## config.mk

```make
export PLATFORM = sky130hd
export DESIGN_NAME = fbpa_ctrl
export DESIGN_NICKNAME = d
export VERILOG_FILES = /design/src/hw/rtl/fbpa_pkg.sv /design/src/hw/rtl/fbpa_ctrl.sv
export SDC_FILE = /design/constraint.sdc
export NUM_CORES = 1
export LEC_CHECK = 0
export ABC_AREA = 1
export BUFFER_PORTS_ARGS = -buffer_cell sky130_fd_sc_hd__buf_2
export CAP_MARGIN = 20
export CORE_AREA = 2 2 39 41
export CTS_BUF_LIST = sky130_fd_sc_hd__clkbuf_8
export DETAILED_ROUTE_END_ITERATION = 8
export DIE_AREA = 0 0 41 43
export PLACE_DENSITY = 0.69
export SLEW_MARGIN = 20
export SYNTH_ARGS = -nofsm -noshare
export SYNTH_HDL_FRONTEND = slang
export SYNTH_SLANG_ARGS = --single-unit
```

## constraint.sdc

```tcl
create_clock -name clk -period 2.17 [get_ports clk]
set_clock_uncertainty 0.1 [all_clocks]
set_input_delay 0.1085 -clock clk [delete_from_list [all_inputs] [get_ports clk]]
set_output_delay 0.1085 -clock clk [all_outputs]
set_load 0.02 [all_outputs]
```

## src/hw/rtl/fbpa_pkg.sv

```systemverilog
// Shared types and constants of the fixed buffer pool allocator.
package fbpa_pkg;

    localparam int ADDR_W      = 64;
    localparam int SIZE_W      = 22;
    localparam int COUNT_W     = 9;
    localparam int FREE_W      = 9;
    localparam int OP_W        = 2;
    localparam int STATUS_W    = 2;
    localparam int CFG_INDEX_W = 2;
    localparam int CFG_DATA_W  = 64;
    localparam int LIMIT_W     = SIZE_W + COUNT_W;
    localparam int COUNT_MAX   = (2 ** COUNT_W) - 1;

    localparam logic [SIZE_W-1:0]  SIZE_LIMIT  = SIZE_W'(2097152);
    localparam logic [SIZE_W-1:0]  SIZE_RESET  = SIZE_W'(4096);
    localparam logic [COUNT_W-1:0] COUNT_RESET = COUNT_W'(256);

    localparam logic [CFG_INDEX_W-1:0] REG_BASE  = 2'd0;
    localparam logic [CFG_INDEX_W-1:0] REG_SIZE  = 2'd1;
    localparam logic [CFG_INDEX_W-1:0] REG_COUNT = 2'd2;

    localparam logic [OP_W-1:0] OP_ACQUIRE = 2'd0;
    localparam logic [OP_W-1:0] OP_RELEASE = 2'd1;
    localparam logic [OP_W-1:0] OP_QUERY   = 2'd2;

    localparam logic [STATUS_W-1:0] ST_OK        = 2'd0;
    localparam logic [STATUS_W-1:0] ST_EXHAUSTED = 2'd1;
    localparam logic [STATUS_W-1:0] ST_INVALID   = 2'd2;
    localparam logic [STATUS_W-1:0] ST_FULL      = 2'd3;

    localparam logic [1:0] KIND_PLAIN = 2'd0;
    localparam logic [1:0] KIND_FRESH = 2'd1;
    localparam logic [1:0] KIND_POP   = 2'd2;
    localparam logic [1:0] KIND_PUSH  = 2'd3;

    typedef struct packed {
        logic [OP_W-1:0]   op;
        logic [ADDR_W-1:0] buffer_address;
    } fbpa_in_t;

    typedef struct packed {
        logic [STATUS_W-1:0] status;
        logic [ADDR_W-1:0]   granted_address;
        logic [FREE_W-1:0]   free_count;
    } fbpa_out_t;

    typedef struct packed {
        logic                load_item;
        logic                calc_offset;
        logic                div_init;
        logic                div_step;
        logic                queue_read;
        logic                finish;
        logic [1:0]          kind;
        logic [STATUS_W-1:0] status;
    } fbpa_cmd_t;

    typedef struct packed {
        logic [OP_W-1:0] op;
        logic            fresh_avail;
        logic            queue_nonempty;
        logic            in_range;
        logic            rem_zero;
        logic            list_full;
        logic            out_free;
    } fbpa_stat_t;

endpackage

```

## src/hw/rtl/fbpa_ctrl.sv

```systemverilog
// Controller: sequences acquire, release and query items through the datapath.
module fbpa_ctrl import fbpa_pkg::*; #(
    parameter int MAX_BUFS = 256
) (
    input  logic       clk,
    input  logic       rst_n,
    input  logic       in_valid,
    output logic       in_ready,
    input  fbpa_stat_t stat,
    output fbpa_cmd_t  cmd
);

    localparam int CNT_CAP = (MAX_BUFS < COUNT_MAX) ? MAX_BUFS : COUNT_MAX;
    localparam int QW      = (CNT_CAP > 1) ? $clog2(CNT_CAP) : 1;
    localparam int SW      = (QW > 1) ? $clog2(QW) : 1;

    localparam logic [2:0] S_IDLE     = 3'd0;
    localparam logic [2:0] S_DECODE   = 3'd1;
    localparam logic [2:0] S_ACQ_WAIT = 3'd2;
    localparam logic [2:0] S_RANGE    = 3'd3;
    localparam logic [2:0] S_DIV      = 3'd4;
    localparam logic [2:0] S_REL_END  = 3'd5;

    logic [2:0]    state_reg, state_next;
    logic [SW-1:0] step_reg, step_next;

    always_comb
    begin
        state_next = state_reg;
        step_next  = step_reg;
        in_ready   = 1'b0;
        cmd        = '0;

        unique case (state_reg)
            S_IDLE:
            begin
                in_ready = 1'b1;
                if (in_valid)
                begin
                    cmd.load_item = 1'b1;
                    state_next    = S_DECODE;
                end
            end
            S_DECODE:
            begin
                priority if (stat.op == OP_ACQUIRE)
                begin
                    priority if (stat.fresh_avail)
                    begin
                        if (stat.out_free)
                        begin
                            cmd.finish = 1'b1;
                            cmd.kind   = KIND_FRESH;
                            cmd.status = ST_OK;
                            state_next = S_IDLE;
                        end
                    end
                    else if (stat.queue_nonempty)
                    begin
                        cmd.queue_read = 1'b1;
                        state_next     = S_ACQ_WAIT;
                    end
                    else
                    begin
                        if (stat.out_free)
                        begin
                            cmd.finish = 1'b1;
                            cmd.kind   = KIND_PLAIN;
                            cmd.status = ST_EXHAUSTED;
                            state_next = S_IDLE;
                        end
                    end
                end
                else if (stat.op == OP_RELEASE)
                begin
                    cmd.calc_offset = 1'b1;
                    state_next      = S_RANGE;
                end
                else
                begin
                    if (stat.out_free)
                    begin
                        cmd.finish = 1'b1;
                        cmd.kind   = KIND_PLAIN;
                        cmd.status = ST_OK;
                        state_next = S_IDLE;
                    end
                end
            end
            S_ACQ_WAIT:
            begin
                if (stat.out_free)
                begin
                    cmd.finish = 1'b1;
                    cmd.kind   = KIND_POP;
                    cmd.status = ST_OK;
                    state_next = S_IDLE;
                end
            end
            S_RANGE:
            begin
                if (!stat.in_range)
                begin
                    if (stat.out_free)
                    begin
                        cmd.finish = 1'b1;
                        cmd.kind   = KIND_PLAIN;
                        cmd.status = ST_INVALID;
                        state_next = S_IDLE;
                    end
                end
                else
                begin
                    cmd.div_init = 1'b1;
                    step_next    = SW'(QW - 1);
                    state_next   = S_DIV;
                end
            end
            S_DIV:
            begin
                cmd.div_step = 1'b1;
                if (step_reg == '0)
                begin
                    state_next = S_REL_END;
                end
                else
                begin
                    step_next = step_reg - SW'(1);
                end
            end
            S_REL_END:
            begin
                if (stat.out_free)
                begin
                    cmd.finish = 1'b1;
                    state_next = S_IDLE;
                    priority if (!stat.rem_zero)
                    begin
                        cmd.kind   = KIND_PLAIN;
                        cmd.status = ST_INVALID;
                    end
                    else if (stat.list_full)
                    begin
                        cmd.kind   = KIND_PLAIN;
                        cmd.status = ST_FULL;
                    end
                    else
                    begin
                        cmd.kind   = KIND_PUSH;
                        cmd.status = ST_OK;
                    end
                end
            end
            default:
            begin
                state_next = S_IDLE;
            end
        endcase
    end

    always_ff @(posedge clk or negedge rst_n)
    begin
        if (!rst_n)
        begin
            state_reg <= S_IDLE;
            step_reg  <= '0;
        end
        else
        begin
            state_reg <= state_next;
            step_reg  <= step_next;
        end
    end

endmodule

```

======== Yosys cells after proc, flatten, opt, wreduce, memory -nomap -nowiden ========
Index checks and enable logic that the tools add are counted.
W data, S select, Z words.
word-level totals
  register bits after elaboration ......... 6
  input port bits ......................... 11
  output and inout port bits .............. 11
  word-level logic and storage cells ...... 59
cells by class
  $add $sub $neg .......................... 1
  equal/unequal tests ..................... 10
  mux-type cells .......................... 39
  reductions and logical operators ........ 7
operator list
  kind                   number
  $mux W5                11
  $mux W3                10
  $pmux W5 S4            1
  $pmux W3 S5            1
  $mux W1                13
  $mux W4                2
  $ne A2 B2 Y1 const B   4
  $eq A3 B2 Y1 const B   2
  $eq A3 B3 Y1 const B   2
  $logic_not A3 Y1       2
  $pmux W3 S2            1
  $eq A3 B1 Y1 const B   1
  $reduce_and A3 Y1      1
  $sub A3 B1 Y3 const B  1
  $eq A2 B1 Y1 const B   1
  $logic_not A2 Y1       1
  $reduce_and A2 Y1      1
  $reduce_bool A2 Y1     1
  $reduce_or A2 Y1       1

======== Logic depth before layout (Yosys ltp) ========
Gate-level depths: netlist of run 1.
  depth in word-level cells ............... 5
  gate-level depth with buffers ........... 8
  mapped depth without buffers ............ 8

======== Worst setup path after synthesis of run 1 ========
No wires, ideal clock.
  path type ............................... reg2out
  from .................................... reg state_reg[1]
  to ...................................... out cmd[2] (netlist bit)
  data arrival time ....................... 1,273 ps
  data required time ...................... 1,961 ps
  setup slack ............................. 688 ps
  cell stages (with the launch flop) ...... 6
  buffers on the path ..................... 0
  path through ............................ dfrtp_1 -> inv_1 -> nand2_1 -> nor2_2 -> nand3_1 -> o21ai_0
RTL lines
  what                    RTL line          text
  start, declared         fbpa_ctrl.sv:24   logic [2:0] state_reg, state_next;
  start signal, assigned  fbpa_ctrl.sv:170  state_reg <= state_next;
  end, declared           fbpa_ctrl.sv:10   output fbpa_cmd_t cmd

==> flow_summary.yaml, run 1 <==
placement:
  gp_congestion: 0.9339
  hpwl_mm: 1.029
  place_ws_ns: 0.7555
  placedCellCount: 122
  port_buffers: 21
final_layout:
  drive_above_1_share_pct: 33.64
  utilization_pct: 52.08
  stdcell_count: 126
  areaGrowthSynthToFinish_pct: 32.41
  antenna_cells: 0
  n_fill_cell: 157
  nets: 125
route:
  drt_wl_total_mm: 1.213
  drtIter0Drc: 10
  dr.pass1.iters: 4
  viasPerCell: 4.976
  final_antenna_net_count: 0
  route.detailed.drc: 0
  drt-wirelength-per-cell_um: 9.627
  via_count: 627
yosys:
  synth_seq_cells: 6
  synthDistinctLibCells: 21
  post_synth_inst_count: 85
  synth_nets: 98
  ys_top_cells_by_area: "dfrtp_1, nand2_1, inv_1, nand3_1, nor2_1"
  seq_area_frac_synth_pct: 27.59
  yosysWarnings: 0
  syn_area_per_cell_um2: 6.403
  synth_top_area_share_pct: 27.59
  netlist_area_um2: 544.3
  yosys.area.top_type: "dfrtp_1"
critical_path:
  crit_slowest_cell: "dfrtp_1"
  cp-end-kind: "output port"
  critPathRequiredTime_ns: 1.96
  crit_chain: "inv_1 > nand2_1 > nor2_2 > nand3_1 > o31ai_2 > buf_2"
  crit_path_max_incr_delay_ns: 0.41
  start_kind: "register"
  cp_top_family: "flip-flops"
  cp.arrival_ns: 1.45
  critical_path_class: "reg -> out"
  path_buf_inv: 2
  cp.depth: 6
  critPathMaxFanout: 5
  reg2reg_depth: 8
clocking:
  clk_path_buf_depth: 2
  cts_resized: 0
  clock-sinks: 6
  path_clk_slew_ns: 0.04
  cts_buffers: 3
  clk_latency_ns: 0.22
  htreeDepth: 1
  ctsRootBufferMaster: "clkbuf_8"
  cts_tree: "done"
  cts_setup_buffers: 0
floorplanning:
  io_pins: 22
  row_count: 14
  dieArea_um2: 1763
  die-height_um: 43
  initial_core_util_pct: 39.33
  die_w_um: 41
  coreArea_um2: 1384
power_and_ir_drop:
  power.leakage_nw: 0.4304
  total_power_mw: 0.8547
  power_density_nw_per_um2: 1186
  ir_worst_vdd_uv: 444.9
outcome:
  status: "finished clean"
timing:
  worstMarginPinSlew_ns: 0.2162
  finalCriticalPeriod_ns: 1.656
  fmax_mhz: 603.9
  hold_viol: 0
  setup_tns_ns: 0
  setup_viol: 0
  slew_violations: 0
  min_period_over_period_pct: 76.31
  rsz0062_at_grt: "no"
  fin_ws_ns: 0.5141
  relSlewSlack_pct: 85.53
hold_path:
  hold_path_depth: 2
  min_path_type: "in -> reg"
global_route:
  grt_use_total_pct: 17.71
  grt_max_degree: 7
  first_global_vias: 569
  grt_pass1_wl_mm: 2.125
  grt_antenna_before_repair: 0
  grt_overflow: 0
job:
  cap_violations: 0
## kinds of logic after synthesis
kind of cell	Yosys count	share of synthesized area, %
and+or+nand+nor	45	37.93
adders and majority gates	2	4.597
DFF	6	27.59
buffers and inverters	20	13.79
AOI/OAI and AO/OA	12	16.09
## routing by layer
metal | wire length [µm] | track usage, % | share of wire (%)
met2 | 570 | 27.19 | 47
met1 | 518 | 21.04 | 43
met3 | 88 | 4.712 | 7.3
met4 | 35 | 10.00 | 2.9
met5 | 0 | 0 | 0
## worst register-to-register path: cells and delay by family (launching register included)
family	cells	cell delay (ns)
buffers and inverters	2	0.16
DFF	1	0.43
and+or+nand+nor	6	0.56
## worst paths after layout
check | start | to | slack [ns]
worst max register to register | state_reg[0]$_DFFE_PN0P_ | step_reg[2]$_DFFE_PN0P_ | 0.80
min in group asynchronous | rst_n | state_reg[1]$_DFFE_PN0P_ | 0.14
max in group asynchronous | rst_n | step_reg[2]$_DFFE_PN0P_ | 1.68
worst min register to register | step_reg[2]$_DFFE_PN0P_ | step_reg[2]$_DFFE_PN0P_ | 0.38
worst max-delay path | state_reg[1]$_DFFE_PN0P_ | cmd[0] | 0.51
worst min-delay path | stat[0] | state_reg[2]$_DFFE_PN0P_ | 0.08
## per-stage QoR
step                      hold slack, ns  area (µm²)
after floorplan                  -0.2871       544.3
after global placement           -0.1586       669.4
after detailed placement         -0.1564       669.4
after CTS                        0.07652       720.7
after global routing             0.08574       720.7
final                            0.07637       720.7
## cells in the final DEF (no fill, tap or decap), types with 2 or more instances in the layout
cell type and count:
a21oi_2 2, buf_2 21, clkbuf_8 3, dfrtp_1 6, ha_1 2, inv_1 15
inv_2 5, nand2_1 18, nand3_1 10, nor2_1 11, o21ai_0 4
## where the power goes
part | internal, mW | switching (mW) | total [mW]
logic | 0.164 | 0.313 | 0.477
clock network | 0.119 | 0.0485 | 0.168
registers | 0.163 | 0.0469 | 0.210
total | 0.446 | 0.408 | 0.855
## final cells by class
class / instances / area (µm²) / share of cell area, %
Inverter: 20 / 75.07 / 10.42
Multi-Input combinational cell: 59 / 319.1 / 44.27
Clock buffer: 3 / 41.29 / 5.729
Tap cell: 16 / 20.02 / 2.778
Sequential cell: 6 / 150.1 / 20.83
Timing Repair Buffer: 22 / 115.1 / 15.97
## what timing repair did
action                                  in CTS  in global routing
endpoints found under the setup margin       0                  0
endpoints found under the hold margin        6                  0
hold buffers                                 1                  0
## cells in the mapped netlist
library cell	number
nand3_1	10
nand4_1	1
o31ai_2	1
inv_2	5
o22ai_1	1
o211ai_1	1
dfrtp_1	6
nor2_1	11
nor2_2	1
a21oi_1	1
or2_0	1
nand2_1	18
a31oi_1	1
a21oi_2	2
inv_1	15
a22oi_2	1
nand2_2	1
ha_1	2
nand2_4	1
nor2_4	1
o21ai_0	4
(Power assumes the default switching activity.)
==> run 2: changes to the inputs <==
--- a/config.mk
+++ b/config.mk
@@ -12,7 +12,7 @@
 export CTS_BUF_LIST = sky130_fd_sc_hd__clkbuf_8
 export DETAILED_ROUTE_END_ITERATION = 8
 export DIE_AREA = 0 0 41 43
-export PLACE_DENSITY = 0.69
+export PLACE_DENSITY = 0.72
 export SLEW_MARGIN = 20
 export SYNTH_ARGS = -nofsm -noshare
 export SYNTH_HDL_FRONTEND = slang
==> constraint.sdc (replaced) <==
create_clock -name clk -period 1.4 [get_ports clk]
set_clock_uncertainty 0.1 [all_clocks]
set_input_delay 0.07 -clock clk [delete_from_list [all_inputs] [get_ports clk]]
set_output_delay 0.07 -clock clk [all_outputs]
set_load 0.02 [all_outputs]
==> run 2 against run 1 <==
The run now ends with setup timing left; sequential share of layout area shrank 3.5 points; utilization grew 11 points; sequential cell count is the same; non-clock buffer count up 11; die area stayed put; highest routed layer unchanged.
==> flow_summary.yaml, run 2 (synthesized netlist as in run 1, its figures left out) <==
outcome:
  status: "finished, violations left"
  violations: "setup timing"
floorplanning:
  die_w_um: 41
  io_pins: 22
  die-height_um: 43
  dieArea_um2: 1763
  initial_core_util_pct: 39.33
  row_count: 14
  coreArea_um2: 1384
critical_path:
  critPathRequiredTime_ns: 1.23
  start_kind: "register"
  reg2reg_slack_ns: 0.03
  critPathMaxFanout: 4
  cp.arrival_ns: 1.46
  critical_path_class: "reg -> out"
  cp-end-kind: "output port"
final_layout:
  nets: 136
  stdcell_count: 137
  regArea_um2: 152.6
  antenna_cells: 0
  utilization_pct: 63.56
  final_common_cell: "buf_4"
  layout_common_cells: "buf_4, buf_2, inv_1"
  n_fill_cell: 139
  drive_above_1_share_pct: 49.59
  multiInputGateArea_um2: 371.6
  areaGrowthSynthToFinish_pct: 61.61
route:
  dr.pass1.iters: 4
  drtIter0Drc: 10
  via_count: 682
  route.detailed.drc: 0
  viasPerCell: 4.978
  final_antenna_net_count: 0
  drt-wirelength-per-cell_um: 12.21
  drt_wl_total_mm: 1.673
clocking:
  clk_path_buf_depth: 2
  cts_buffers: 3
  clock-sinks: 6
  cts_tree: "done"
  clk_latency_ns: 0.22
  path_clk_slew_ns: 0.04
  ctsRootBufferMaster: "clkbuf_8"
  htreeDepth: 1
timing:
  worstMarginPinSlew_ns: 0.1994
  fmax_mhz: 611.8
  min_period_over_period_pct: 116.7
  finalCriticalPeriod_ns: 1.634
  setup_viol: 10
  slew_violations: 0
  fin_ws_ns: -0.2344
  setup_tns_ns: -1.001
  hold_viol: 0
  relSlewSlack_pct: 86.57
  rsz0062_at_grt: "yes"
placement:
  placedCellCount: 123
  gp_congestion: 0.8404
  port_buffers: 21
  hpwl_mm: 1.116
power_and_ir_drop:
  sequentialPowerShare_pct: 20.4
  ir_worst_vdd_uv: 815.1
  power_density_nw_per_um2: 1943
  p_int_mw: 0.9102
  switching_share_pct: 46.73
  clkPwrFrac_pct: 15.0
  total_power_mw: 1.709
  p_sw_mw: 0.7985
  power.leakage_nw: 0.4898
  p_comb_share_pct: 64.6
global_route:
  first_global_vias: 630
  grt_pass1_wl_mm: 2.352
  grt_use_total_pct: 18.69
  grt_antenna_before_repair: 0
  grt_overflow: 0
  grt_max_degree: 7
job:
  cap_violations: 0
hold_path:
  min_path_type: "in -> reg"
run 2: what timing repair did:
item                                    CTS  global route
resized for setup                        14            10
hold endpoints to repair                  6             0
endpoints found under the setup margin    7            12
setup buffers                             6             4
pin swaps                                 3             5
hold buffers                              1             0
run 2: layer usage:
metal | share of wire, % | up-vias | GRT usage [%]
met5 | 0 | - | 0
met4 | 1.4 | 0 | 4.667
met3 | 4.3 | 2 | 1.571
met2 | 57 | 25 | 37.19
met1 | 37 | 313 | 18.39
li1 | - | 342 | -
run 2: area by class of cell:
| type | instances | area share, % |
|---|---|---|
| Tap cell | 16 | 2.276 |
| Sequential cell | 6 | 17.35 |
| Multi-Input combinational cell | 59 | 42.25 |
| Clock buffer | 3 | 4.694 |
| Inverter | 20 | 8.819 |
| Timing Repair Buffer | 33 | 24.61 |
run 2: power groups by stage:
stage	logic (mW)	registers, mW	clock network [mW]
after floorplan	0.577	0.308	0
final	1.10	0.348	0.257
after global routing	1.19	0.358	0.275
after global placement	0.758	0.323	0
after CTS	0.953	0.336	0.259
after detailed placement	0.784	0.327	0
run 2: final timing paths:
check	from	endpoint	cells past startpoint
min	stat[0]	state_reg[2]$_DFFE_PN0P_	2
min reg2reg	step_reg[2]$_DFFE_PN0P_	step_reg[2]$_DFFE_PN0P_	2
min in group asynchronous	rst_n	step_reg[2]$_DFFE_PN0P_	2
max	state_reg[1]$_DFFE_PN0P_	cmd[1]	5
max in group asynchronous	rst_n	state_reg[0]$_DFFE_PN0P_	2
max reg2reg	state_reg[0]$_DFFE_PN0P_	step_reg[2]$_DFFE_PN0P_	8
run 2: through the flow:
| step | setup slack (ns) | instance area, µm² | hold WS, ns |
|---|---|---|---|
| after floorplan | 0.06340 | 544.3 | -0.3256 |
| after global placement | 0.04427 | 676.9 | -0.1973 |
| after detailed placement | -0.006716 | 676.9 | -0.1958 |
| after CTS | -0.1515 | 810.8 | 0.04091 |
| after global routing | -0.2761 | 879.6 | 0.04634 |
| final | -0.2344 | 879.6 | 0.03799 |
run 2: worst max-delay path, stage by stage, from the launching register on:
cell and delay (ns):
dfrtp_1 0.41, inv_2 0.11, nand3_2 0.13, or2_0 0.23
a21oi_1 0.18, buf_4 0.18
